--- config.mk ---
export PLATFORM = sky130hd
export DESIGN_NAME = pba_front
export DESIGN_NICKNAME = d
export VERILOG_FILES = /design/src/hdl/pba_pkg.sv /design/src/hdl/pba_front.sv
export SDC_FILE = /design/constraint.sdc
export NUM_CORES = 2
export LEC_CHECK = 0
export BUFFER_PORTS_ARGS = -buffer_cell sky130_fd_sc_hd__buf_4
export CORE_MARGIN = 3
export CORE_UTILIZATION = 50
export DETAILED_ROUTE_END_ITERATION = 12
export PLACE_DENSITY = 0.71
export SLEW_MARGIN = 20
export SYNTH_ARGS = -nofsm -noshare
export SYNTH_HDL_FRONTEND = slang
export SYNTH_SLANG_ARGS = --single-unit
--- constraint.sdc ---
create_clock -name clk -period 203.2 [get_ports clk]
set_input_delay 50.8 -clock clk [delete_from_list [all_inputs] [get_ports clk]]
set_output_delay 50.8 -clock clk [all_outputs]
set_load 0.01 [all_outputs]
--- src/hdl/pba_pkg.sv ---
// Shared types, constants and saturating helpers for the bounds accumulator.
// No dependencies; imported by every module of the block.
`default_nettype none

package pba_pkg;

	// coordinate format: signed Q16.16
	localparam int COORD_BITS = 32;
	typedef logic signed [COORD_BITS-1:0] coord_t;
	localparam coord_t COORD_MAX = {1'b0, {(COORD_BITS-1){1'b1}}};
	localparam coord_t COORD_MIN = {1'b1, {(COORD_BITS-1){1'b0}}};

	// padding register
	localparam int PAD_W = 16;
	typedef logic [PAD_W-1:0] pad_t;
	localparam pad_t PAD_RESET = pad_t'(1);

	// register port
	localparam int DATA_W    = 32;
	localparam int ADDR_W    = 3;
	localparam int REG_IDX_W = ADDR_W - 2;
	localparam logic [REG_IDX_W-1:0] REG_PAD_AMOUNT = '0;

	typedef enum logic [1:0] {
		CMD_SPHERE = 2'd0,
		CMD_QUAD   = 2'd1,
		CMD_TRI    = 2'd2,
		CMD_MERGE  = 2'd3
	} cmd_t;

	typedef struct packed {
		cmd_t   cmd;
		coord_t a_x;
		coord_t a_y;
		coord_t a_z;
		coord_t b_x;
		coord_t b_y;
		coord_t b_z;
		coord_t c_x;
		coord_t c_y;
		coord_t c_z;
		logic   last;
	} item_t;

	typedef struct packed {
		coord_t min_x;
		coord_t min_y;
		coord_t min_z;
		coord_t max_x;
		coord_t max_y;
		coord_t max_z;
	} box_t;

	// word between front and back
	typedef struct packed {
		box_t box;
		logic last;
	} qword_t;

	function automatic coord_t sat_add(input coord_t a, input coord_t b);
		logic [COORD_BITS:0] s;
		s = {a[COORD_BITS-1], a} + {b[COORD_BITS-1], b};
		if (s[COORD_BITS] != s[COORD_BITS-1]) begin
			return s[COORD_BITS] ? COORD_MIN : COORD_MAX;
		end
		return coord_t'(s[COORD_BITS-1:0]);
	endfunction

	function automatic coord_t sat_sub(input coord_t a, input coord_t b);
		logic [COORD_BITS:0] s;
		s = {a[COORD_BITS-1], a} - {b[COORD_BITS-1], b};
		if (s[COORD_BITS] != s[COORD_BITS-1]) begin
			return s[COORD_BITS] ? COORD_MIN : COORD_MAX;
		end
		return coord_t'(s[COORD_BITS-1:0]);
	endfunction

	// |r|, with the most negative value clamped to the most positive
	function automatic coord_t abs_sat(input coord_t r);
		if (r == COORD_MIN) begin
			return COORD_MAX;
		end
		return r[COORD_BITS-1] ? coord_t'(-r) : r;
	endfunction

	function automatic coord_t smin(input coord_t a, input coord_t b);
		return (a < b) ? a : b;
	endfunction

	function automatic coord_t smax(input coord_t a, input coord_t b);
		return (a > b) ? a : b;
	endfunction

endpackage

`default_nettype wire

--- src/hdl/pba_front.sv ---
// Front pipeline: takes input words, builds each item's padded box.
// Depends on pba_pkg; feeds pba_queue.
`default_nettype none

module pba_front (
	input  logic            clk,
	input  logic            arst_n,
	input  logic            push,
	input  pba_pkg::item_t  item,
	output logic            full,
	input  pba_pkg::pad_t   pad,
	input  logic            q_full,
	output logic            q_push,
	output pba_pkg::qword_t q_wdata
);
	import pba_pkg::*;

	logic   advance;
	logic   v_s1, v_s2, v_s3, v_s4, v_s5;
	item_t  item_s1;
	cmd_t   cmd_s2;
	logic   last_s2, last_s3, last_s4, last_s5;
	logic   padable_s3, padable_s4;
	coord_t a_s2 [3];
	coord_t c_s2 [3];
	coord_t b_s2 [3];
	coord_t q1_s2 [3];
	coord_t q2_s2 [3];
	coord_t r_s2;
	coord_t pt_s3 [3][4];
	coord_t lo_s4 [3];
	coord_t hi_s4 [3];
	coord_t lo_s5 [3];
	coord_t hi_s5 [3];
	logic   narrow_s5 [3];

	coord_t a [3];
	coord_t b [3];
	coord_t c [3];
	coord_t q1 [3];
	coord_t q2 [3];
	coord_t q3 [3];
	coord_t slo [3];
	coord_t shi [3];
	coord_t pt [3][4];
	coord_t lo [3];
	coord_t hi [3];
	logic   narrow [3];
	coord_t lo_o [3];
	coord_t hi_o [3];
	coord_t pad_c;

	// whole pipe holds while the last stage waits on the queue
	assign advance = !(v_s5 && q_full);
	assign full    = !advance;
	assign q_push  = v_s5 && !q_full;
	assign pad_c   = coord_t'({{(COORD_BITS-PAD_W){1'b0}}, pad});

	// stage 1: edge sums and sphere radius
	always_comb begin
		a = '{item_s1.a_x, item_s1.a_y, item_s1.a_z};
		b = '{item_s1.b_x, item_s1.b_y, item_s1.b_z};
		c = '{item_s1.c_x, item_s1.c_y, item_s1.c_z};
		for (int i = 0; i < 3; i++) begin
			q1[i] = sat_add(a[i], b[i]);
			q2[i] = sat_add(a[i], c[i]);
		end
	end

	// stage 2: far quad corner, sphere extent, pick hull points
	always_comb begin
		for (int i = 0; i < 3; i++) begin
			q3[i]  = sat_add(q1_s2[i], c_s2[i]);
			slo[i] = sat_sub(a_s2[i], r_s2);
			shi[i] = sat_add(a_s2[i], r_s2);
			case (cmd_s2)
				CMD_SPHERE: pt[i] = '{slo[i], shi[i], shi[i], shi[i]};
				CMD_QUAD:   pt[i] = '{a_s2[i], q1_s2[i], q2_s2[i], q3[i]};
				CMD_TRI:    pt[i] = '{a_s2[i], b_s2[i], c_s2[i], c_s2[i]};
				CMD_MERGE:  pt[i] = '{a_s2[i], b_s2[i], b_s2[i], b_s2[i]};
				default:    pt[i] = '{a_s2[i], b_s2[i], b_s2[i], b_s2[i]};
			endcase
		end
	end

	// stage 3: hull of four points per axis
	always_comb begin
		for (int i = 0; i < 3; i++) begin
			lo[i] = smin(smin(pt_s3[i][0], pt_s3[i][1]), smin(pt_s3[i][2], pt_s3[i][3]));
			hi[i] = smax(smax(pt_s3[i][0], pt_s3[i][1]), smax(pt_s3[i][2], pt_s3[i][3]));
		end
	end

	// stage 4: axes thinner than the pad
	always_comb begin
		for (int i = 0; i < 3; i++) begin
			narrow[i] = padable_s4 &&
				(COORD_BITS'(hi_s4[i] - lo_s4[i]) < COORD_BITS'(pad));
		end
	end

	// stage 5: widen thin axes
	always_comb begin
		for (int i = 0; i < 3; i++) begin
			lo_o[i] = narrow_s5[i] ? sat_sub(lo_s5[i], pad_c) : lo_s5[i];
			hi_o[i] = narrow_s5[i] ? sat_add(hi_s5[i], pad_c) : hi_s5[i];
		end
		q_wdata.box.min_x = lo_o[0];
		q_wdata.box.min_y = lo_o[1];
		q_wdata.box.min_z = lo_o[2];
		q_wdata.box.max_x = hi_o[0];
		q_wdata.box.max_y = hi_o[1];
		q_wdata.box.max_z = hi_o[2];
		q_wdata.last      = last_s5;
	end

	// stage valids
	always_ff @(posedge clk or negedge arst_n) begin
		if (!arst_n) begin
			v_s1 <= 1'b0;
			v_s2 <= 1'b0;
			v_s3 <= 1'b0;
			v_s4 <= 1'b0;
			v_s5 <= 1'b0;
		end else if (advance) begin
			v_s1 <= push;
			v_s2 <= v_s1;
			v_s3 <= v_s2;
			v_s4 <= v_s3;
			v_s5 <= v_s4;
		end
	end

	// stage payloads
	always_ff @(posedge clk) begin
		if (advance) begin
			item_s1    <= item;
			cmd_s2     <= item_s1.cmd;
			last_s2    <= item_s1.last;
			a_s2       <= a;
			b_s2       <= b;
			c_s2       <= c;
			q1_s2      <= q1;
			q2_s2      <= q2;
			r_s2       <= abs_sat(item_s1.b_x);
			pt_s3      <= pt;
			last_s3    <= last_s2;
			padable_s3 <= (cmd_s2 == CMD_QUAD) || (cmd_s2 == CMD_TRI);
			lo_s4      <= lo;
			hi_s4      <= hi;
			last_s4    <= last_s3;
			padable_s4 <= padable_s3;
			lo_s5      <= lo_s4;
			hi_s5      <= hi_s4;
			narrow_s5  <= narrow;
			last_s5    <= last_s4;
		end
	end

endmodule

`default_nettype wire

==> results by group <==
Run status
  – Outcome: finished clean

STA
  – Final Skew: 0.0464 ns
  – Summed negative setup slack over all endpoints: 0 ns
  – Fin. Hold Viols: 0
  – Slew Viols, Final: 0
  – Remaining max-slew budget at the tightest pin: 0.129
  – Worst Setup Slack, final: 96.77 ns
  – Min Clock Period, post-route: 106.43 ns
  – Final setup vio count: 0
  – Unrepaired setup endpoints after global routing: false
  – Tcrit/Tclk final: 0.524
  – FMAX: 9.40 MHz
  – Worst Max-Slew Pin Slew: 1.29 ns

Clocking
  – CTS tree: yes
  – Cells resized by post-CTS repair: 0
  – Post-CTS setup buffer count: 0
  – Clk_lat worst skew: 0.84 ns
  – Deepest level of the CTS H-tree: 4
  – Maximum buffer depth of the clock tree: 3
  – Number of clock buffers inserted by TritonCTS: 168
  – Post-CTS clock slew at the launch and capture registers of the worst setup and hold paths: 0.06 ns
  – Number of clock sinks seen by CTS: 1,587
  – Cts-stage hold buffer count: 0
  – Clock root buffer master: clkbuf_16

Critical path
  – Number of buffer and inverter instances along the worst setup path: 4
  – Kind of critical path: in -> out
  – Worst path top cell family by delay: compound AO/OA/AOI/OAI gates
  – Arrival time worst endpoint: 55.63 ns
  – Req. time, crit path: 152.40 ns
  – Cell chain of the critical path: buf_4 > inv_1 > fa_1 > nor2b_1 > o21ai_0 > a21boi_1 > o211ai_1 > a31oi_1 > o41ai_2 > o22ai_1 > and3_1 > o21ai_1 > buf_4 > o21ai_0 > a22o_1 > buf_4
  – Slowest cell on crit path: o21ai_1
  – Most frequent cell on the critical path: buf_4
  – Worst-path fanout max: 11
  – Type of destination of the critical path: output port
  – CP peak stage delay: 0.62 ns
  – Critical Path Start Type: primary input

Yosys
  – Synthesized cell area: 111,000 sq um
  – Most numerous cell in the Yosys netlist: edfxtp_1
  – Proportion of register bits with asynchronous set or reset after synthesis: 0.00315
  – Number of flops mapped to enable cells by yosys: 1,582
  – Leading post-synthesis cells by instance count: edfxtp_1, ha_1, a21oi_1
  – Fraction of synthesized cell area taken by the top area cell type: 0.427
  – Nets in the synthesized netlist: 12.4k
  – Avg Synthesized Cell Area: 10.2 sq um
  – Count of different cell masters after synthesis: 112
  – Cell count after synthesis: 11.0k
  – Flop and latch count out of synthesis: 1,587
  – Sequential cell area fraction in the yosys report: 0.428
  – Leading post-synthesis cells by cell area: edfxtp_1, ha_1, a21oi_1
  – Commonest register cell after synthesis: edfxtp_1
  – Library cell occupying the most area in the post-synthesis netlist: edfxtp_1
  – Number of warning messages in the yosys log: 0

Placement
  – Post-placement cell area: 118,000 sq um
  – Number of buffers inserted by port buffering: 505
  – Post-placement setup slack: 96.84 ns
  – Routability congestion estimate from global placement: 1.03
  – DPL Wire Length: 327,000 um

Floorplan
  – Area inside the core boundary: 221,000 sq um
  – Area of the die: 228,000 sq um
  – Die height: 478 um
  – Initial Util: 0.505
  – Number of placement rows: 172
  – Number of primary I/O pins: 506
  – Horiz. Die Dim: 478 um

Global route
  – Vias in the first global route: 85.1k
  – All-layer global routing usage: 0.342
  – Antenna violations before repair: 42
  – Maximum number of pins on one net before global-route repair: 167
  – Residual overflow from global routing: 0
  – Wire length of the first global-routing pass: 581,000 um

Detailed routing
  – Routed vias/inst: 6.44
  – Total Routed Length: 405,000 um
  – ANT nets after route: 0
  – Count of routing violations after the opening detailed-route iteration: 12.4k
  – Detailed-router iteration count before antenna repair: 10
  – Vias post-DR: 92.9k
  – Post-detailed-route DRC marker count: 0
  – Wire length per cell: 28.1 um

Flow run
  – # Max-Cap Violations: 0

Finish
  – Fill count: 18.7k
  – Layout Area Growth over Synthesis: 11.3%
  – Post-layout util: 0.562
  – Share of layout cells above drive strength 1: 0.0935
  – Layout Cell Area excl Fill: 124,000 sq um
  – Nets: 12.8k

Worst hold path
  – Class of the tightest hold or removal check: reg -> reg
cells by family (layout without fill, tap and decap cells):
kind of cell,count (synthesis),in the layout,share of synthesized area
DFF,1587,1587,0.428
adders and majority gates,1183,1183,0.134
and+or+nand+nor,2405,2405,0.103
buffers and inverters,1251,1758,0.0433
AOI/OAI and AO/OA,3504,3504,0.205
xor gates and xnor gates,545,545,0.0432
other,0,6,0
muxes,477,477,0.0435
path summary, 6_finish.rpt:
| kind | start | end | slack, ns | cells after the start |
|---|---|---|---|---|
| min in group asynchronous | arst_n | v_s5 | 49.76 | 1 |
| setup / recovery | pad[1] | q_wdata[57] | 96.77 | 16 |
| setup reg to reg | pt_s3[269] | hi_s4[79] | 195.64 | 25 |
| hold / removal | last_s2 | last_s3 | 0.42 | 0 |
| max in group asynchronous | arst_n | v_s2 | 153.33 | 1 |
| hold reg to reg | last_s2 | last_s3 | 0.42 | 0 |
worst register-to-register path, cell delays in order, from the launching register on:
cell and delay [ns]:
edfxtp_1 0.47, inv_1 0.10, ha_1 0.32, a21o_1 0.16
a21o_1 0.17, a21oi_1 0.20, o21ai_0 0.11, a211o_1 0.29
a311oi_1 0.37, a31o_2 0.20, buf_4 0.49, a31o_2 0.20
buf_4 0.48, mux2i_1 0.37, ha_1 0.30, a21o_1 0.17
a21o_1 0.18, a21o_1 0.19, a21oi_1 0.14, nor2b_1 0.05
o21ai_0 0.16, a21oi_1 0.16, or4b_2 0.63, o21ai_0 0.15
nand2b_2 0.87, mux2i_1 0.29
sequential cells by signal, summed over array words and instances (netlist names), 2 cells and up:
register,count
a_s2,96
hi_s5,96
r_s2,32
lo_s4,96
b_s2,96
hi_s4,96
a,96
c,96
item_s1,3
q1_s2,96
b,96
lo_s5,96
pt_s3,384
narrow_s5,3
cmd_s2,2
c_s2,96
q2_s2,96
cells in the final DEF, fill, tap and decap left out, drive strengths merged, types with 62 or more instances in the layout:
cell type  netlist  routed
a211oi          88      88
a21boi          67      67
a21o           327     327
a21oi         1043    1043
a221o           82      82
a221oi          89      89
a22oi          111     111
a31oi          110     110
and3            62      62
buf            109     626
clkbuf         316     188
clkinv           4      78
edfxtp        1582    1582
ha            1110    1110
inv            822     833
mux2i          428     428
nand2          487     487
nand2b         120     120
nand3          240     240
nand4          126     126
nor2           812     812
nor2b          130     130
nor3           157     157
o211ai          82      82
o21a           154     154
o21ai          738     738
o21bai         110     110
o31ai           70      70
or3             68      68
xnor2          376     376
xor2           169     169
per-stage QoR:
step | instances | hold slack, ns
global placement | 14100 | 0.404
global route | 14400 | 0.426
finish | 14400 | 0.422
detailed placement | 14100 | 0.407
floorplan | 11000 | 0.400
CTS | 14400 | 0.421
routing by layer:
layer | vias up | wire, um | track usage
met2 | 5509 | 156000 | 0.454
li1 | 42100 | - | -
met3 | 502 | 51100 | 0.0871
met1 | 44900 | 185000 | 0.538
met5 | - | 21 | 0
met4 | 4 | 13000 | 0.102
area by class of cell:
class | instances | area, sq um | area share
Sequential cell | 1587 | 47600 | 0.384
Inverter | 826 | 3100 | 0.0250
Tap cell | 2958 | 3700 | 0.0299
Clock buffer | 188 | 4340 | 0.0350
Clock inverter | 118 | 1280 | 0.0103
Multi-Input combinational cell | 8114 | 59100 | 0.477
Timing Repair Buffer | 626 | 4740 | 0.0383
Antenna cell | 6 | 15.0 | 0.000121
Power is left out: the tool's default activity adds up to more than one toggle a clock period on the data nets, which glitch-free logic cannot reach.
