<file path="src/hdl/pba_pkg.sv">
// Shared types, constants and saturating helpers for the bounds accumulator.
// No dependencies; imported by every module of the block.
`default_nettype none

package pba_pkg;

	// coordinate format: signed Q16.16
	localparam int COORD_BITS = 32;
	typedef logic signed [COORD_BITS-1:0] coord_t;
	localparam coord_t COORD_MAX = {1'b0, {(COORD_BITS-1){1'b1}}};
	localparam coord_t COORD_MIN = {1'b1, {(COORD_BITS-1){1'b0}}};

	// padding register
	localparam int PAD_W = 16;
	typedef logic [PAD_W-1:0] pad_t;
	localparam pad_t PAD_RESET = pad_t'(1);

	// register port
	localparam int DATA_W    = 32;
	localparam int ADDR_W    = 3;
	localparam int REG_IDX_W = ADDR_W - 2;
	localparam logic [REG_IDX_W-1:0] REG_PAD_AMOUNT = '0;

	typedef enum logic [1:0] {
		CMD_SPHERE = 2'd0,
		CMD_QUAD   = 2'd1,
		CMD_TRI    = 2'd2,
		CMD_MERGE  = 2'd3
	} cmd_t;

	typedef struct packed {
		cmd_t   cmd;
		coord_t a_x;
		coord_t a_y;
		coord_t a_z;
		coord_t b_x;
		coord_t b_y;
		coord_t b_z;
		coord_t c_x;
		coord_t c_y;
		coord_t c_z;
		logic   last;
	} item_t;

	typedef struct packed {
		coord_t min_x;
		coord_t min_y;
		coord_t min_z;
		coord_t max_x;
		coord_t max_y;
		coord_t max_z;
	} box_t;

	// word between front and back
	typedef struct packed {
		box_t box;
		logic last;
	} qword_t;

	function automatic coord_t sat_add(input coord_t a, input coord_t b);
		logic [COORD_BITS:0] s;
		s = {a[COORD_BITS-1], a} + {b[COORD_BITS-1], b};
		if (s[COORD_BITS] != s[COORD_BITS-1]) begin
			return s[COORD_BITS] ? COORD_MIN : COORD_MAX;
		end
		return coord_t'(s[COORD_BITS-1:0]);
	endfunction

	function automatic coord_t sat_sub(input coord_t a, input coord_t b);
		logic [COORD_BITS:0] s;
		s = {a[COORD_BITS-1], a} - {b[COORD_BITS-1], b};
		if (s[COORD_BITS] != s[COORD_BITS-1]) begin
			return s[COORD_BITS] ? COORD_MIN : COORD_MAX;
		end
		return coord_t'(s[COORD_BITS-1:0]);
	endfunction

	// |r|, with the most negative value clamped to the most positive
	function automatic coord_t abs_sat(input coord_t r);
		if (r == COORD_MIN) begin
			return COORD_MAX;
		end
		return r[COORD_BITS-1] ? coord_t'(-r) : r;
	endfunction

	function automatic coord_t smin(input coord_t a, input coord_t b);
		return (a < b) ? a : b;
	endfunction

	function automatic coord_t smax(input coord_t a, input coord_t b);
		return (a > b) ? a : b;
	endfunction

endpackage

`default_nettype wire

</file>
<file path="src/hdl/pba_queue.sv">
// Short queue of item boxes between the front pipeline and the accumulator.
// Depends on pba_pkg.
`default_nettype none

module pba_queue #(
	parameter int DEPTH = 4
) (
	input  logic            clk,
	input  logic            arst_n,
	input  logic            push,
	input  pba_pkg::qword_t wdata,
	output logic            full,
	input  logic            pop,
	output pba_pkg::qword_t rdata,
	output logic            nempty
);
	import pba_pkg::*;

	localparam int PTR_W = (DEPTH > 1) ? $clog2(DEPTH) : 1;
	localparam int CNT_W = $clog2(DEPTH + 1);

	qword_t           mem [DEPTH];
	logic [PTR_W-1:0] wr_ptr_q, rd_ptr_q;
	logic [CNT_W-1:0] count_q;
	logic             do_push, do_pop;

	assign full    = (count_q == CNT_W'(DEPTH));
	assign nempty  = (count_q != '0);
	assign do_push = push && !full;
	assign do_pop  = pop && nempty;
	assign rdata   = mem[rd_ptr_q];

	// storage
	always_ff @(posedge clk) begin
		if (do_push) begin
			mem[wr_ptr_q] <= wdata;
		end
	end

	// pointers and fill count
	always_ff @(posedge clk or negedge arst_n) begin
		if (!arst_n) begin
			wr_ptr_q <= '0;
			rd_ptr_q <= '0;
			count_q  <= '0;
		end else begin
			if (do_push) begin
				wr_ptr_q <= (wr_ptr_q == PTR_W'(DEPTH - 1)) ? '0 : wr_ptr_q + 1'b1;
			end
			if (do_pop) begin
				rd_ptr_q <= (rd_ptr_q == PTR_W'(DEPTH - 1)) ? '0 : rd_ptr_q + 1'b1;
			end
			if (do_push && !do_pop) begin
				count_q <= count_q + 1'b1;
			end else if (do_pop && !do_push) begin
				count_q <= count_q - 1'b1;
			end
		end
	end

endmodule

`default_nettype wire

</file>
<file path="config.mk">
export PLATFORM = sky130hd
export DESIGN_NAME = pba_queue
export DESIGN_NICKNAME = d
export VERILOG_FILES = /design/src/hdl/pba_pkg.sv /design/src/hdl/pba_queue.sv
export SDC_FILE = /design/constraint.sdc
export NUM_CORES = 1
export LEC_CHECK = 0
export ABC_CLOCK_PERIOD_IN_PS = 10600
export BUFFER_PORTS_ARGS = -buffer_cell sky130_fd_sc_hd__buf_2
export CAP_MARGIN = 20
export CORE_AREA = 10 10 278 200
export CTS_BUF_LIST = sky130_fd_sc_hd__clkbuf_16
export DETAILED_ROUTE_END_ITERATION = 10
export DIE_AREA = 0 0 288 210
export PLACE_DENSITY = 0.88
export SETUP_SLACK_MARGIN = 0.5
export SLEW_MARGIN = 5
export SYNTH_ARGS = -nofsm -noshare
export SYNTH_HDL_FRONTEND = slang
export SYNTH_SLANG_ARGS = --single-unit
</file>
<file path="constraint.sdc">
create_clock -name clk -period 10.6 [get_ports clk]
set_input_delay 0.53 -clock clk [delete_from_list [all_inputs] [get_ports clk]]
set_output_delay 0.53 -clock clk [all_outputs]
set_load 0.02 [all_outputs]
</file>
==> flow_summary.ini, run 1 <==
[sta]
clock_skew_ns = 0.0250
hold_viol = 0
fmax_ghz = 0.229
period_share_pct = 41.1
maxSlewHeadroom_pct = 26.0
rsz0062_at_grt = no
slew_violations = 0
setup_violations = 0
worst_pin_slew_ns = 1.11
fin_ws_ns = 6.24
period_needed_ns = 4.36
setup_tns_ns = 0

[logic_synthesis]
synthAdderAreaFrac_pct = 0.336
synth_top_family_by_area = multiplexers
synth_top_area_share_pct = 82.0
synthSimpleGateAreaFrac_pct = 0.217
synth_compound_area_share_pct = 0
synth_area_um2 = 28300
synth_area_leader_cell = edfxtp_1
synthMuxAreaShare_pct = 15.6
ys_ff_latch = 779
synth_xor_area_share_pct = 0.0929
synth_cell_types = 18
ys_seq_area_share_pct = 82.6
synth_area_leaders = edfxtp_1 82%, mux4_2 15%, buf_6 0.72%, dfrtp_1 0.62%, buf_2 0.39%
synthCells = 1046
syn_avg_cell_area_um2 = 27.0
synth_nets = 1250
yosys_warnings = 0

[floorplanning]
start_util_pct = 56.3
num_rows = 69
pin_count = 392
die_w_um = 288
die_h_um = 210
core_um2 = 50200
die-area_um2 = 60500

[detailed_routing]
drt_iter0_markers = 1037
drc = 0
routedWlPerCell_um = 28.2
vias = 13012
wl_mm = 62.8
via_per_inst = 5.83
ant_nets = 0
drt_pass1_iterations = 4

[final_layout]
postLayoutCoreUtil_pct = 66.0
drive_above_1_share_pct = 45.9
finalNetCount = 1686
final_cell_mix = 772 x edfxtp_1, 391 x buf_2, 193 x mux4_2, 71 x clkbuf_16, 18 x inv_1
layout_commonest_cell = edfxtp_1
fin_area_um2 = 33100
area_growth_pct = 17.2

[clock_tree]
cts_hold_buf = 1
cts_setup_buffers = 0
cts.sinks = 779
numCtsBuffers = 70
cts_tree = done
root_buffer = clkbuf_16
cts.clk_slew.worst_paths_ns = 0.07
cts.htree.levels = 3
cts_resized = 0
clk_latency_ns = 0.60
cts_max_path_buffers = 3

[status]
outcome = completed

[setup_path]
cp.required_ns = 10.07
regToRegSetupSlack_ns = 7.23
cp.arrival_ns = 3.83
critPathLaunchType = flop
end_kind = output port
path_class = reg -> out
cp_max_fo = 48

[grt]
grt_pass1_wl_mm = 92.4
grt_pass1_vias = 14004
antenna_found_initial = 28
grt_start_max_net_pins = 72
globalRouteOverflowTotal = 0
grt_use_total_pct = 20.6

[power_and_ir_drop]
vdd.ir_drop.worst_v = 0.000183
finalPower_w = 0.00979
leakagePower_nw = 11.2
power_per_cell_area_nw_per_um2 = 295

[run]
maxCapViolCount = 0

[place]
dp_hpwl_mm = 37.8
place_ws_ns = 6.79
portBuffers = 391
routabilityCongestion = 0.756
dpl_cell_area_um2 = 30900

[hold_path]
hp-class = in -> reg
power breakdown:
group | total, W | internal (W) | switching (W)
Clock | 0.00240 | 0.00134 | 0.00106
Sequential | 0.00431 | 0.00407 | 0.000236
Combinational | 0.00308 | 0.00119 | 0.00189
routing by layer:
layer,vias to the layer above,track usage (%),wire length [um]
met5,-,0,138
met4,22,6.17,1560
met3,123,7.46,6210
met2,553,35.0,32500
met1,6854,24.6,22400
li1,5460,-,-
registers in the layout, indices dropped and copies added (netlist names):
signal	flops
wr_ptr_q	2
count_q	3
rd_ptr_q	2
mem	772
Yosys cell counts, drive strengths merged:
master / n
dfrtp: 7
nor2b: 1
mux2: 5
nor2: 4
or3: 1
clkbuf: 4
mux4: 193
nor3b: 1
xnor2: 1
fa: 1
and2: 3
xor2: 2
nand2: 2
edfxtp: 772
ha: 6
buf: 40
inv: 3
through the flow:
stage | cells | hold slack, ns
after CTS | 2204 | 0.0968
after floorplan | 1046 | 0.234
final | 2230 | 0.137
after detailed placement | 2082 | 0.375
after global placement | 2082 | 0.371
after global routing | 2212 | 0.117
critical path: stages, from the launching register on:
cell and delay [ns]:
dfrtp_4 0.65, buf_4 0.78, buf_4 0.85, mux4_2 0.63, buf_2 0.18
cells by family (layout without fill, tap and decap cells):
group / after synthesis / count (layout)
simple gates: 12 / 12
mux: 198 / 198
buf+inv: 47 / 532
other cells: 0 / 25
flops: 779 / 779
fa+ha+maj: 7 / 7
xor+xnor: 3 / 3
final timing paths:
kind                             start           to  cells after the start
setup / recovery           rd_ptr_q[0]    rdata[46]                      4
max in group asynchronous       arst_n  rd_ptr_q[1]                      2
hold reg to reg             count_q[2]   count_q[2]                      1
hold / removal              wdata[189]  mem[2][189]                      1
min in group asynchronous       arst_n   count_q[2]                      2
setup reg to reg            count_q[2]   mem[2][47]                      4
cell type report:
| cell class | count | area [um2] |
|---|---|---|
| Clock inverter | 50 | 380 |
| Antenna cell | 25 | 62.6 |
| Clock buffer | 71 | 1780 |
| Timing Repair Buffer | 408 | 2100 |
| Multi-Input combinational cell | 220 | 4600 |
| Fill cell | 3025 | 17100 |
| Inverter | 3 | 11.3 |
| Sequential cell | 779 | 23400 |
| Tap cell | 674 | 843 |
Power figures use the tool's default switching activity.
==> run 2, diff against run 1 <==
Settings changed: ABC_CLOCK_PERIOD_IN_PS 10600 to 4200.
Clock period 10.6 ns to 4.2 ns, I/O delays scaled along.
==> flow_summary.ini, run 2 (synthesis gave the netlist of run 1 again) <==
[setup_path]
timing.rr.start = count_q[2]
cp_max_fo = 40
regToRegSetupSlack_ns = 1.52
reg2reg_to = mem[2][191]
path_class = reg -> out
reg2regPathDepth = 4
critPathLaunchType = flop
end_kind = output port
cp.arrival_ns = 2.84
cp.required_ns = 3.99

[detailed_routing]
wl_mm = 73.1
ant_nets = 0
routed.top_layer = met4
drt_iter0_markers = 1508
routed-wl-met3_mm = 7.14
via_per_inst = 5.93
routedWlPerCell_um = 29.9
drc = 0
vias = 14488
wl_met2_mm = 38.5
wl_met1_mm = 25.4
drt_pass1_iterations = 7

[hold_path]
hp-class = in -> reg
hold-path-endpoint = rd_ptr_q[1]
hold_start = pop
min_path_cells = 3

[power_and_ir_drop]
power_per_cell_area_nw_per_um2 = 719
vdd.ir_drop.worst_v = 0.000594
leakagePower_nw = 12.3

[clock_tree]
root_buffer = clkbuf_16
clk_latency_ns = 0.60
cts_max_path_buffers = 3
cts.htree.levels = 3
cts_tree = done
numCtsBuffers = 70
cts_resized = 0
cts.clk_slew.worst_paths_ns = 0.07
cts.sinks = 779

[final_layout]
largest_reg_flops = 772
layout_commonest_cell = edfxtp_1
drive_above_1_share_pct = 42.3
fillCellCount = 2765
seqCellArea_um2 = 23400
reg_top3 = mem (772), count_q (3)
largest_register = mem
final_cell_mix = 772 x edfxtp_1, 391 x buf_2, 195 x dlygate4sd3_1, 193 x mux4_2, 70 x clkbuf_16
postLayoutCoreUtil_pct = 70.6
area_growth_pct = 25.3
multi_input_comb_area_um2 = 4610
fin_cells = 2444
finalNetCount = 1918

[floorplanning]
die_w_um = 288
start_util_pct = 56.3
die-area_um2 = 60500
num_rows = 69
die_h_um = 210
pin_count = 392
core_um2 = 50200

[run]
maxCapViolCount = 0

[sta]
hold_viol = 0
setup_tns_ns = 0
clock_skew_ns = 0.0375
period_share_pct = 72.7
worst_pin_slew_ns = 0.935
setup_violations = 0
slew_violations = 0
period_needed_ns = 3.05
fmax_ghz = 0.327
maxSlewHeadroom_pct = 37.7
rsz0062_at_grt = no

[grt]
globalRouteOverflowTotal = 0
grt_pass1_vias = 15572
grt_pass1_wl_mm = 107
grt_start_max_net_pins = 54
grt_use_total_pct = 24.0
antenna_found_initial = 6

[place]
routabilityCongestion = 0.771
dp_hpwl_mm = 41.1
portBuffers = 391
dp.cells = 2121

[status]
outcome = completed
[run 2: cell types whose count changed in the layout (fill, tap and decap cells not counted), moves of 2 or more]
cell	before	now
buf_12	1	14
buf_4	15	40
clkinv_2	7	11
clkinvlp_4	2	0
diode_2	25	7
dlygate4sd3_1	1	195
inv_1	18	14
inv_6	2	7
[run 2: how the worst max path moves through the flow]
stage                      from          end  slack [ns]  cells after the start
CTS                 rd_ptr_q[0]    rdata[47]        1.07                      3
global placement     count_q[2]   mem[2][16]        1.66                      4
detailed placement   count_q[2]  mem[2][191]        1.56                      4
floorplan           wr_ptr_q[0]    mem[3][0]        0.29                      3
global route        rd_ptr_q[0]    rdata[44]        0.96                      3
finish              rd_ptr_q[0]    rdata[44]        1.15                      3
[run 2: per-stage QoR]
| step | hold WS, ns | total power [W] | worst slack [ns] | area (um2) |
|---|---|---|---|---|
| after global placement | 0.0455 | 0.0189 | 1.66 | 31300 |
| after floorplan | -0.0856 | 0.0162 | 0.293 | 28300 |
| after CTS | 0.0569 | 0.0255 | 1.07 | 35400 |
| after detailed placement | 0.0510 | 0.0192 | 1.56 | 31400 |
| after global routing | 0.0522 | 0.0264 | 0.955 | 35400 |
| final | 0.0799 | 0.0255 | 1.15 | 35500 |
[run 2: area by class of cell]
cell class	instances	share of cell area, %
well taps	674	2.38
clock inverters	51	1.02
diodes	7	0.0494
inverters	3	0.0318
repair buffers	640	12.7
flip-flops and latches	779	65.9
multi-input cells	220	13.0
clock buffers	70	4.94
[run 2: critical path, stage by stage (launching register included)]
cell	delay (ns)
dfrtp_4	1.02
buf_12	0.36
mux4_2	0.62
buf_2	0.20
[run 2: timing repair]
item	in CTS	in global routing
buffers inserted	0	0
hold buffers	195	0
endpoints found under the hold margin	779	0
[run 2: power breakdown]
part           switching, W  total, W  internal, W
Clock               0.00277   0.00607      0.00330
Combinational       0.00507   0.00846      0.00339
Sequential         0.000717    0.0110       0.0103
[run 2: per-layer routing]
layer	global-route usage [%]	up-vias
met4	6.56	0
met5	0	-
li1	-	5898
met1	29.2	7576
met2	41.4	890
met3	7.19	124
==> run 3, diff against run 2 <==
Settings changed: ABC_CLOCK_PERIOD_IN_PS 4200 to 3000.
Clock period 4.2 ns to 3 ns, I/O delays scaled along.
==> flow_summary.ini, run 3 (synthesis gave the netlist of run 1 again) <==
[detailed_routing]
ant_nets = 0
wl_mm = 73.3
routedWlPerCell_um = 29.6
vias = 14514
drt_pass1_iterations = 5
via_per_inst = 5.86
drt_iter0_markers = 1554
drc = 0

[grt]
globalRouteOverflowTotal = 0
grt_most_used_layer = met2
use_met1_pct = 28.4
antenna_found_initial = 5
grt_util_met2_pct = 41.3
grt_pass1_vias = 15673
grtUsageMet3_pct = 6.30
grt_pass1_wl_mm = 106
grt_start_max_net_pins = 87
grt_use_total_pct = 23.7

[floorplanning]
num_rows = 69
die_w_um = 288
start_util_pct = 56.3
core_um2 = 50200
pin_count = 392
die-area_um2 = 60500
die_h_um = 210

[sta]
rsz0062_at_grt = yes
setup_violations = 0
slew_violations = 0
setup_tns_ns = 0
period_needed_ns = 2.52
maxSlewHeadroom_pct = 54.8
clock_skew_ns = 0.0235
fmax_ghz = 0.397
hold_viol = 0
worst_pin_slew_ns = 0.678
whs_ns = 0.0270
period_share_pct = 83.9

[clock_tree]
numCtsBuffers = 71
cts.htree.levels = 3
root_buffer = clkbuf_16
clk_latency_ns = 0.61
cts_max_path_buffers = 3
cts.sinks = 779
cts_tree = done
cts.clk_slew.worst_paths_ns = 0.06

[final_layout]
finalNetCount = 1947
reg_top3 = mem (772), count_q (3)
postLayoutCoreUtil_pct = 71.9
largest_register = mem
largest_reg_flops = 772
area_growth_pct = 27.7
final_cell_mix = 772 x edfxtp_1, 383 x buf_2, 196 x dlygate4sd3_1, 193 x mux4_2, 80 x clkbuf_16
drive_above_1_share_pct = 43.1
layout_commonest_cell = edfxtp_1

[setup_path]
cp.arrival_ns = 2.37
end_kind = output port
cp_max_fo = 8
critPathLaunchType = flop
cp_cell_sequence = buf_6 -> buf_16 -> buf_12 -> buf_16 -> mux4_2 -> buf_6
cp.required_ns = 2.85
path_class = reg -> out
slowest_delay_ns = 0.51
slowest_stage = dfrtp_4

[place]
dp_hpwl_mm = 40.9
portBuffers = 391
routabilityCongestion = 0.788

[power_and_ir_drop]
power_per_cell_area_nw_per_um2 = 1020
leakagePower_nw = 12.6
vdd.ir_drop.worst_v = 0.000725

[status]
outcome = completed

[run]
maxCapViolCount = 0

[hold_path]
hp-class = in -> reg
==> run 3: changes by cell type in the layout (fill, tap and decap cells not counted), sizes merged <==
cell,delta
buf,+20
clkbuf,+11
clkinv,+1
diode,-3
dlygate4sd3,+1
inv,+1
==> run 3: final cells by class <==
type                            count  area, um2
Tap cell                          674        843
Timing Repair Buffer              668       5050
Multi-Input combinational cell    220       4620
Fill cell                        2721      14100
Inverter                            3       11.3
Clock buffer                       74       1850
Clock inverter                     53        357
Antenna cell                        4       10.0
Sequential cell                   779      23400
==> run 3: stage by stage <==
step / std cells / total power, W / setup WS (ns) / cell area, um2
detailed placement: 2128 / 0.0270 / 0.713 / 31500
floorplan: 1046 / 0.0228 / -0.907 / 28300
global route: 2474 / 0.0381 / 0.444 / 36100
CTS: 2453 / 0.0361 / 0.384 / 35800
finish: 2475 / 0.0368 / 0.483 / 36100
global placement: 2128 / 0.0266 / 0.892 / 31500
==> run 3: what timing repair did <==
action,4_1_cts,5_1_grt
gates resized for setup,5,23
endpoints found under the setup margin,178,176
endpoints found under the hold margin,781,0
hold buffers,196,0
gates cloned,1,7
buffers inserted,1,11
==> run 3: layer usage <==
metal | part of all wire, % | vias up | wire length [um]
met5 | 0.037 | - | 27
li1 | - | 5960 | -
met3 | 9.2 | 158 | 6750
met1 | 34 | 7517 | 25000
met2 | 53 | 875 | 38900
met4 | 3.5 | 4 | 2590
==> run 3: power breakdown <==
group	internal (W)	switching, W
clock	0.00483	0.00393
combinational	0.00535	0.00762
sequential	0.0143	0.000696
total	0.0245	0.0122
==> run 3: path summary, 6_finish.rpt <==
path / startpoint / to / slack, ns / depth (start not counted)
min reg2reg: count_q[2] / count_q[2] / 0.51 / 1
max in group asynchronous: arst_n / rd_ptr_q[0] / 2.11 / 3
min: push / mem[3][160] / 0.03 / 3
max reg2reg: count_q[0] / count_q[2] / 0.69 / 8
min in group asynchronous: arst_n / wr_ptr_q[1] / 0.59 / 3
max: rd_ptr_q[0] / rdata[71] / 0.48 / 6
==> run 3: worst max-delay path, delay by kind of cell, from the launching register on <==
family / cells / cell delay (ns)
buf+inv: 5 / 0.74
flops: 1 / 0.51
mux: 1 / 0.51
