==> src/hdl/pba_pkg.sv <==
// Shared types, constants and saturating helpers for the bounds accumulator.
// No dependencies; imported by every module of the block.
`default_nettype none

package pba_pkg;

	// coordinate format: signed Q16.16
	localparam int COORD_BITS = 32;
	typedef logic signed [COORD_BITS-1:0] coord_t;
	localparam coord_t COORD_MAX = {1'b0, {(COORD_BITS-1){1'b1}}};
	localparam coord_t COORD_MIN = {1'b1, {(COORD_BITS-1){1'b0}}};

	// padding register
	localparam int PAD_W = 16;
	typedef logic [PAD_W-1:0] pad_t;
	localparam pad_t PAD_RESET = pad_t'(1);

	// register port
	localparam int DATA_W    = 32;
	localparam int ADDR_W    = 3;
	localparam int REG_IDX_W = ADDR_W - 2;
	localparam logic [REG_IDX_W-1:0] REG_PAD_AMOUNT = '0;

	typedef enum logic [1:0] {
		CMD_SPHERE = 2'd0,
		CMD_QUAD   = 2'd1,
		CMD_TRI    = 2'd2,
		CMD_MERGE  = 2'd3
	} cmd_t;

	typedef struct packed {
		cmd_t   cmd;
		coord_t a_x;
		coord_t a_y;
		coord_t a_z;
		coord_t b_x;
		coord_t b_y;
		coord_t b_z;
		coord_t c_x;
		coord_t c_y;
		coord_t c_z;
		logic   last;
	} item_t;

	typedef struct packed {
		coord_t min_x;
		coord_t min_y;
		coord_t min_z;
		coord_t max_x;
		coord_t max_y;
		coord_t max_z;
	} box_t;

	// word between front and back
	typedef struct packed {
		box_t box;
		logic last;
	} qword_t;

	function automatic coord_t sat_add(input coord_t a, input coord_t b);
		logic [COORD_BITS:0] s;
		s = {a[COORD_BITS-1], a} + {b[COORD_BITS-1], b};
		if (s[COORD_BITS] != s[COORD_BITS-1]) begin
			return s[COORD_BITS] ? COORD_MIN : COORD_MAX;
		end
		return coord_t'(s[COORD_BITS-1:0]);
	endfunction

	function automatic coord_t sat_sub(input coord_t a, input coord_t b);
		logic [COORD_BITS:0] s;
		s = {a[COORD_BITS-1], a} - {b[COORD_BITS-1], b};
		if (s[COORD_BITS] != s[COORD_BITS-1]) begin
			return s[COORD_BITS] ? COORD_MIN : COORD_MAX;
		end
		return coord_t'(s[COORD_BITS-1:0]);
	endfunction

	// |r|, with the most negative value clamped to the most positive
	function automatic coord_t abs_sat(input coord_t r);
		if (r == COORD_MIN) begin
			return COORD_MAX;
		end
		return r[COORD_BITS-1] ? coord_t'(-r) : r;
	endfunction

	function automatic coord_t smin(input coord_t a, input coord_t b);
		return (a < b) ? a : b;
	endfunction

	function automatic coord_t smax(input coord_t a, input coord_t b);
		return (a > b) ? a : b;
	endfunction

endpackage

`default_nettype wire

==> src/hdl/pba_back.sv <==
// Back end: unions item boxes into the node box and holds finished results.
// Depends on pba_pkg; drains pba_queue.
`default_nettype none

module pba_back (
	input  logic            clk,
	input  logic            arst_n,
	input  logic            q_nempty,
	input  pba_pkg::qword_t q_rdata,
	output logic            q_pop,
	input  logic            pop,
	output logic            empty,
	output pba_pkg::box_t   box
);
	import pba_pkg::*;

	localparam box_t ACC_RESET = '{
		min_x: COORD_MAX, min_y: COORD_MAX, min_z: COORD_MAX,
		max_x: COORD_MIN, max_y: COORD_MIN, max_z: COORD_MIN
	};

	box_t acc_q;
	box_t box_q;
	box_t merged;
	logic out_v_q;

	// take a word when the result slot is free or being emptied
	assign q_pop = q_nempty && (!out_v_q || pop);
	assign empty = !out_v_q;
	assign box   = box_q;

	// union of running box and incoming word
	always_comb begin
		merged.min_x = smin(acc_q.min_x, q_rdata.box.min_x);
		merged.min_y = smin(acc_q.min_y, q_rdata.box.min_y);
		merged.min_z = smin(acc_q.min_z, q_rdata.box.min_z);
		merged.max_x = smax(acc_q.max_x, q_rdata.box.max_x);
		merged.max_y = smax(acc_q.max_y, q_rdata.box.max_y);
		merged.max_z = smax(acc_q.max_z, q_rdata.box.max_z);
	end

	// accumulator and result valid
	always_ff @(posedge clk or negedge arst_n) begin
		if (!arst_n) begin
			acc_q   <= ACC_RESET;
			out_v_q <= 1'b0;
		end else begin
			if (q_pop) begin
				acc_q <= q_rdata.last ? ACC_RESET : merged;
			end
			if (q_pop && q_rdata.last) begin
				out_v_q <= 1'b1;
			end else if (pop) begin
				out_v_q <= 1'b0;
			end
		end
	end

	// result register
	always_ff @(posedge clk) begin
		if (q_pop && q_rdata.last) begin
			box_q <= merged;
		end
	end

endmodule

`default_nettype wire

==> config.mk <==
export PLATFORM = sky130hd
export DESIGN_NAME = pba_back
export DESIGN_NICKNAME = d
export VERILOG_FILES = /design/src/hdl/pba_pkg.sv /design/src/hdl/pba_back.sv
export SDC_FILE = /design/constraint.sdc
export NUM_CORES = 1
export LEC_CHECK = 0
export BUFFER_PORTS_ARGS = -buffer_cell sky130_fd_sc_hd__buf_2
export CORE_MARGIN = 3
export CORE_UTILIZATION = 36
export DETAILED_ROUTE_END_ITERATION = 8
export GPL_TIMING_DRIVEN = 0
export PLACE_DENSITY = 0.66
export SYNTH_ARGS = -nofsm -noshare
export SYNTH_HDL_FRONTEND = slang
export SYNTH_SLANG_ARGS = --single-unit
export TNS_END_PERCENT = 100
==> constraint.sdc <==
create_clock -name clk -period 11.7 [get_ports clk]
set_input_delay 2.34 -clock clk [delete_from_list [all_inputs] [get_ports clk]]
set_output_delay 2.34 -clock clk [all_outputs]
set_load 0.03 [all_outputs]
==> results.cfg, run 1 <==
[grt]
met1_usage = 0.2791
grt_first_pass_wirelength_um = 113900
met3_usage = 0.06325
grt_pass1_vias = 19470
grt_use_met2 = 0.3521
grt_usage = 0.2160
antenna_found_initial = 25
grt_max_degree = 73
grt_busiest_layer = met2
overflow = 0

[critical_path]
arrival_ns = 4.65
cp.required_ns = 9.36
worstSetupEndpoint = q_pop
critical_path_class = in2out
reg2reg_from = out_v_q$_DFFE_PN0P_
crit_fanout = 10
critPathCaptureType = output pin
r2r_slack_ns = 8.07
startpoint = pop
regToRegEndpoint = box[174]$_DFFE_PP_
worstSetupStartpointType = input port
reg2reg_depth = 8

[die]
die_area_sq_mm = 0.06660
rows = 91
die_x_um = 258.1
core_area_sq_mm = 0.06228
start_util = 0.3673
ios = 391
die_h_um = 258.1

[route]
drc_errors = 0
vias_per_cell = 5.433
wirelength_um = 72860
dr_total_vias = 19570
wl_per_cell_um = 20.23
dr.pass1.iters = 7
ant_nets = 0
drt_first_iter_violations = 1394

[synth]
ys.flop_type = edfxtp_1
synth_area_per_cell_sq_um = 10.10
synth_fp_nets = 2650
ys_warn_count = 0
synth_seq_area_share = 0.4685
synthTopCellsByArea = edfxtp_1 25%, dfstp_2 11%, dfrtp_1 11%
async_reset_ff_frac = 0.5013
ys_seq_elements = 385
synth_edf_count = 192
yosysUniqueCellTypes = 58
syn_area_sq_mm = 0.02287
netlist_instances = 2264
yosysTopAreaCell = edfxtp_1
synth_top_area_share = 0.2521

[sta]
hold_viol_final = 0
whs_ns = 0.5209
fin_skew_ns = 0.01315
relSlewSlack = 0.1569
setup-tns-final_ns = 0
finalMaxSlewViolations = 0
fmax_mhz = 143.1
worst_pin_slew_ns = 1.265
finalSetupViolCount = 0
period_minus_slack_ns = 6.986
rsz0062_at_grt = no
fin_crit_sh = 0.5971

[clocking]
cts_tree = done
cts.sinks = 385
cts_buffers = 48
cts-root-buf = clkbuf_16
clk_latency_ns = 0.58
cts_buffer_depth = 3
path_clk_slew_ns = 0.05
cts_resized = 0
ctsHoldBuffers = 0
cts_max_level = 2
cts_setup_buffers = 0

[placed_design]
io_buffers = 389
dpl.hpwl_um = 54010
dpl_cell_area_sq_mm = 0.02609
gp_congestion = 0.8790

[power_and_ir_drop]
power_density_mw_per_mm2 = 242.4
total_power_w = 0.006715
peakVddDrop_mv = 0.1235
p_leak_nw = 11.97

[cells_and_area]
final_util = 0.4448
fillers = 5950
final_nets = 3098
design_area_sq_mm = 0.02770
final_layout_size_suffix_gt1_frac = 0.2687
syn_to_final_growth_pct = 21.11

[run_status]
status = complete, no violations

[flow_run]
cap_violations = 0

[hold_path]
hp-class = reg2reg
[critical path, cell delays in order]
cell,delay [ns]
buf_2,0.12
nand2b_1,0.14
nand2_1,0.10
clkinv_1,0.22
clkbuf_1,0.63
buf_1,0.74
buf_2,0.34
[synthesized netlist by cell type, types with 4 or more instances]
cell / count
inv_1: 202
nand3_1: 202
edfxtp_1: 192
ha_1: 189
nand2_1: 169
nor2_1: 168
mux2_2: 129
clkbuf_1: 126
a211oi_1: 97
dfrtp_1: 97
dfstp_2: 96
o221ai_1: 93
nor3_1: 74
a21oi_1: 73
nor4_1: 65
o21ai_0: 60
buf_2: 35
o211a_1: 31
nand4_1: 30
mux2_1: 28
a21o_1: 19
and4_1: 9
nor2b_1: 9
a41oi_1: 6
a22oi_1: 4
o211ai_1: 4
o21a_1: 4
[report_power, final]
part	internal (W)	switching [W]
Sequential	0.00205	0.000332
Combinational	0.00111	0.00171
Clock	0.000908	0.000607
[worst min path at each step]
stage / start / end / slack (ns) / depth (start not counted)
final: acc_q[32]$_DFFE_PN0P_ / acc_q[32]$_DFFE_PN0P_ / 0.52 / 2
after global routing: acc_q[0]$_DFFE_PN0P_ / acc_q[0]$_DFFE_PN0P_ / 0.53 / 2
after CTS: acc_q[64]$_DFFE_PN0P_ / acc_q[64]$_DFFE_PN0P_ / 0.52 / 2
after detailed placement: acc_q[64]$_DFFE_PN0P_ / acc_q[64]$_DFFE_PN0P_ / 0.51 / 2
after global placement: acc_q[64]$_DFFE_PN0P_ / acc_q[64]$_DFFE_PN0P_ / 0.50 / 2
after floorplan: out_v_q$_DFFE_PN0P_ / out_v_q$_DFFE_PN0P_ / 0.48 / 2
[cell families after synthesis]
| group | synth area share |
|---|---|
| buffers and inverters | 0.06296 |
| AND/OR/NAND/NOR | 0.1525 |
| AO/OA/AOI/OAI | 0.1354 |
| adder cells (fa/ha/maj) | 0.1034 |
| multiplexers | 0.07729 |
| flip-flops | 0.4685 |
[layout make-up]
class,instances,area (sq um),area share
diodes,15,37.54,0.001355
well taps,837,1047,0.03780
clock inverters,21,232.7,0.008401
repair buffers,398,2160,0.07796
clock buffers,67,1344,0.04851
flip-flops and latches,385,10720,0.3868
multi-input cells,1510,10730,0.3872
plain buffers,166,678.2,0.02448
inverters,203,762.0,0.02751
[flip-flops by register name, indices dropped and copies added (netlist names)]
register	count
out_v_q	1
box	192
acc_q	192
[metrics by stage]
stage | std cells | setup WS, ns
finish | 3602 | 4.714
floorplan | 2264 | 3.125
CTS | 3587 | 4.658
global placement | 3490 | -0.7232
global route | 3591 | 4.564
detailed placement | 3499 | 4.669
[cells in the final DEF (no fill, tap or decap), types with 6 or more instances in the layout]
cell       synthesis  layout
a211oi_1          97      97
a21o_1            19      19
a21oi_1           73      73
a41oi_1            6       6
and4_1             9       9
buf_12             0       6
buf_2             35     423
clkbuf_1         126     139
clkbuf_16          0      49
clkinv_1           1       6
clkinv_2           0       8
dfrtp_1           97      97
dfstp_2           96      96
diode_2            0      15
edfxtp_1         192     192
ha_1             189     189
inv_1            202     202
mux2_1            28      28
mux2_2           129     129
nand2_1          169     169
nand3_1          202     202
nand4_1           30      30
nor2_1           168     167
nor2b_1            9       9
nor3_1            74      74
nor4_1            65      65
o211a_1           31      31
o21ai_0           60      60
o221ai_1          93      93
[layer usage]
metal	part of all wire	routed length (um)
met5	0.0021	154
met4	0.026	1881
met3	0.086	6256
met2	0.47	34060
met1	0.42	30510
Note: power is estimated with default switching activity, not from simulation.
==> run 2, diff against run 1 <==
Settings changed: ABC_AREA set to 1, PLACE_DENSITY 0.66 to 0.68.
Clock period 11.7 ns to 5.8 ns, I/O delays scaled along.
==> run 2 against run 1 <==
Design area is 1.5% lower. Final cell count grew 8.6%. Wire length down 11%. Combinational power rose by 100%. Largest power group unchanged.
==> results.cfg, run 2 <==
[run_status]
status = complete, no violations

[critical_path]
critPathCaptureType = output pin
crit_fanout = 10
r2r_slack_ns = 2.95
cp.required_ns = 4.64
critical_path_class = in2out
arrival_ns = 3.28
worstSetupStartpointType = input port

[route]
wirelength_um = 64660
wl_per_cell_um = 16.52
vias_per_cell = 4.876
dr_total_vias = 19080
dr.pass1.iters = 5
drt_first_iter_violations = 1287
drc_errors = 0
ant_nets = 0

[synth]
syn_area_sq_mm = 0.02259
netlist_instances = 2586
ys_seq_elements = 385
synth_top_area_share = 0.2553
ys.flop_type = edfxtp_1
synth_edf_count = 192
async_reset_ff_frac = 0.5013
synthTopCellsByArea = edfxtp_1 26%, dfstp_2 11%, dfrtp_1 11%
yosysUniqueCellTypes = 32
yosysTopAreaCell = edfxtp_1
ys_warn_count = 0
synth_common_cells = 454 x nand2_1, 428 x inv_1, 402 x nand3_1, 192 x edfxtp_1, 189 x ha_1
synth_seq_area_share = 0.4744
synth_area_per_cell_sq_um = 8.734
synth_fp_nets = 2972
yosysMostFrequentCell = nand2_1

[die]
die_h_um = 256.5
core_area_sq_mm = 0.06194
rows = 91
die_x_um = 256.5
start_util = 0.3647
die_area_sq_mm = 0.06578
ios = 391

[clocking]
cts_setup_buffers = 0
ctsHoldBuffers = 0
cts_buffer_depth = 3
cts-root-buf = clkbuf_16
clk_latency_ns = 0.58
cts.sinks = 385
cts_tree = done
cts_buffers = 46
path_clk_slew_ns = 0.05
cts_resized = 0
cts_max_level = 2

[cells_and_area]
layout_common_cells = 454 x nand2_1, 432 x buf_2, 428 x inv_1
final_nets = 3418
final_layout_size_suffix_gt1_frac = 0.2428
syn_to_final_growth_pct = 20.86
design_area_sq_mm = 0.02730
layout_commonest_cell = nand2_1
fillers = 6136
final_util = 0.4407

[grt]
grt_first_pass_wirelength_um = 102400
grt_max_degree = 103
grt_pass1_vias = 18570
antenna_found_initial = 12
grt_usage = 0.1934
overflow = 0

[sta]
finalSetupViolCount = 0
worst_pin_slew_ns = 1.079
relSlewSlack = 0.2807
period_minus_slack_ns = 4.435
finalMaxSlewViolations = 0
fmax_mhz = 225.5
hold_viol_final = 0
whs_ns = 0.5105
rsz0062_at_grt = no
fin_crit_sh = 0.7647
fin_skew_ns = 0.01310

[power_and_ir_drop]
power_density_mw_per_mm2 = 481.1
p_leak_nw = 13.49
peakVddDrop_mv = 0.2163

[placed_design]
io_buffers = 390
gp_congestion = 0.8415
dpl.hpwl_um = 47920
dpl_cell_area_sq_mm = 0.02579

[flow_run]
cap_violations = 0

[hold_path]
hp-class = reg2reg
[run 2: layout make-up]
type                       count  area [sq um]  share of cell area
inverter                     430          1614             0.05913
antenna                        7         17.52           0.0006417
clock inverter                21         185.2            0.006783
buffer                       113         526.8             0.01930
sequential                   385         10720              0.3925
multi-input combinational   1658          9738              0.3567
tap                          837          1047             0.03836
timing repair buffer         398          2145             0.07856
clock buffer                  64          1310             0.04799
[run 2: worst max-delay path: stages]
cell,delay (ns)
buf_2,0.11
o21ai_2,0.66
inv_1,0.36
clkbuf_1,0.35
clkbuf_1,0.35
buf_2,0.27
[run 2: cell families (layout without fill, tap and decap cells)]
group           count (synthesis)  count (layout)  synth area share
simple gates                 1257            1257            0.2776
buf+inv                       543            1026           0.09478
flops                         385             385            0.4744
compound gates                212             212           0.04853
fa+ha+maj                     189             189            0.1047
other cells                     0               7                 0
[run 2: through the flow]
stage	worst slack, ns	std cells	power [W]	setup TNS (ns)
global placement	-0.7480	3813	0.01014	-154.96
global route	1.196	3911	0.01419	0
finish	1.365	3913	0.01313	0
CTS	1.281	3906	0.01324	0
floorplan	1.222	2586	0.008697	0
detailed placement	1.291	3821	0.01024	0
[run 2: where the power goes]
| part | internal (W) | switching [W] |
|---|---|---|
| Combinational | 0.00203 | 0.00372 |
| Clock | 0.00171 | 0.00119 |
| Sequential | 0.00409 | 0.000392 |
| Total | 0.00783 | 0.00530 |
[run 2: worst paths after layout]
check / startpoint / endpoint / depth (start not counted)
max in group asynchronous: arst_n / acc_q[159]$_DFFE_PN0P_ / 2
min reg2reg: acc_q[159]$_DFFE_PN0P_ / acc_q[159]$_DFFE_PN0P_ / 2
max reg2reg: out_v_q$_DFFE_PN0P_ / acc_q[50]$_DFFE_PN0P_ / 7
max: pop / q_pop / 6
min: acc_q[159]$_DFFE_PN0P_ / acc_q[159]$_DFFE_PN0P_ / 2
min in group asynchronous: arst_n / acc_q[24]$_DFFE_PN0P_ / 1
[run 2: layer usage]
metal / vias up / track usage / part of all wire
met3: 112 / 0.03684 / 0.058
li1: 9480 / - / -
met2: 468 / 0.3170 / 0.47
met4: 6 / 0.06079 / 0.029
met5: - / 0 / 0.00053
met1: 9015 / 0.2594 / 0.44
==> run 3, diff against run 2 <==
Settings changed: PLACE_DENSITY 0.68 to 0.66.
Clock period 5.8 ns to 4.2 ns, I/O delays scaled along.
==> run 3 against run 2 <==
Critical path depth unchanged. Combinational power increased by 38%. Count of clock-buffer cells in the layout down 5. Core utilization rose by 0.19 points. Hold slack got worse by 0.19 ns. Highest routed layer unchanged. Critical path type is now reg2out. Global-route usage is 0.16 points lower. Wire length barely moved.
==> results.cfg, run 3 (synthesis results as in run 2) <==
[cells_and_area]
final_nets = 3419
final_util = 0.4427
final_layout_size_suffix_gt1_frac = 0.2442
layout_common_cells = 454 x nand2_1, 432 x buf_2, 428 x inv_1
syn_to_final_growth_pct = 21.39
stdcell_count = 3921
layout_commonest_cell = nand2_1

[route]
dr.pass1.iters = 5
vias_per_cell = 4.834
drt_first_iter_violations = 1095
ant_nets = 0
drc_errors = 0
dr_total_vias = 18950
wirelength_um = 64600
wl_per_cell_um = 16.47

[clocking]
cts_setup_buffers = 0
cts_max_level = 2
clk_latency_ns = 0.58
ctsHoldBuffers = 0
cts.sinks = 385
cts-root-buf = clkbuf_16
cts_tree = done
cts_resized = 0
path_clk_slew_ns = 0.06
cts_buffers = 46
cts_buffer_depth = 3

[sta]
hold_viol_final = 0
fmax_mhz = 265.5
finalMaxSlewViolations = 0
relSlewSlack = 0.3103
fin_skew_ns = 0.02419
period_minus_slack_ns = 3.766
fin_crit_sh = 0.8968
finalSetupViolCount = 0
whs_ns = 0.3241
worst_pin_slew_ns = 1.035
rsz0062_at_grt = no

[die]
die_area_sq_mm = 0.06578
die_h_um = 256.5
die_x_um = 256.5
ios = 391
rows = 91
start_util = 0.3647
core_area_sq_mm = 0.06194

[critical_path]
critical_path_class = reg2out
regToRegEndpoint = acc_q[69]$_DFFE_PN0P_
worstSetupStartpointType = flop
reg2reg_from = out_v_q$_DFFE_PN0P_
arrival_ns = 2.93
reg2reg_depth = 6
critPathCaptureType = output pin
r2r_slack_ns = 1.37
crit_fanout = 10
cp.required_ns = 3.36

[hold_path]
hp-class = in2async

[grt]
grt_usage = 0.1919
grt_pass1_vias = 18320
grt_first_pass_wirelength_um = 101100
overflow = 0
grt_max_degree = 90
antenna_found_initial = 24

[placed_design]
dpl.hpwl_um = 47700
dpl.cell_count = 3822
io_buffers = 390
gp_congestion = 0.8501

[power_and_ir_drop]
p_leak_nw = 13.53
power_density_mw_per_mm2 = 667.3
total_power_w = 0.01830
peakVddDrop_mv = 0.3883

[run_status]
status = complete, no violations

[flow_run]
cap_violations = 0
## run 3: cell types whose count changed in the layout (fill, tap and decap cells not counted), sizes merged
cell / delta
bufinv: +3
clkbuf: -5
buf: +1
inv: +1
diode: +6
clkinvlp: +2
## run 3: worst max path at each step
stage | startpoint | end | slack, ns | depth (start not counted)
floorplan | q_nempty | box[0]$_DFFE_PP_ | -0.03 | 2
global placement | pop | box[181]$_DFFE_PP_ | -2.05 | 3
detailed placement | pop | q_pop | 0.46 | 6
CTS | out_v_q$_DFFE_PN0P_ | q_pop | 0.27 | 6
global route | out_v_q$_DFFE_PN0P_ | q_pop | 0.18 | 6
finish | out_v_q$_DFFE_PN0P_ | q_pop | 0.43 | 6
## run 3: through the flow
step / instance area [sq um] / setup WS (ns) / setup TNS, ns
floorplan: 22600 / -0.02809 / -5.393
global placement: 25600 / -2.052 / -544.68
detailed placement: 25810 / 0.4590 / 0
CTS: 27390 / 0.2712 / 0
global route: 27410 / 0.1838 / 0
finish: 27420 / 0.4335 / 0
## run 3: power by group
part,switching (W),leakage [nW],total [W],internal [W]
sequential,0.000537,4.07,0.00619,0.00565
clock,0.00168,0.770,0.00416,0.00249
combinational,0.00514,8.69,0.00795,0.00280
## run 3: final cells by class
class                           count  area [sq um]
Multi-Input combinational cell   1658          9746
Clock inverter                     27         320.3
Antenna cell                       13         32.53
Buffer                            113         526.8
Clock buffer                       59          1251
Sequential cell                   385         10720
Fill cell                        6108         34520
Tap cell                          837          1047
Inverter                          430          1614
Timing Repair Buffer              399          2165
## run 3: routing by layer
metal | global-route usage | vias up | share of wire
met1 | 0.2516 | 8850 | 0.44
li1 | - | 9479 | -
met4 | 0.07465 | 14 | 0.035
met5 | 0 | - | 0.0014
met2 | 0.3113 | 484 | 0.46
met3 | 0.04040 | 127 | 0.058
## run 3: worst max-delay path, cell delays in order, from the launching register on
cell      delay [ns]
dfrtp_1         0.36
inv_1           0.14
o21ai_4         0.20
inv_1           0.32
clkbuf_1        0.51
clkbuf_1        0.50
buf_2           0.30
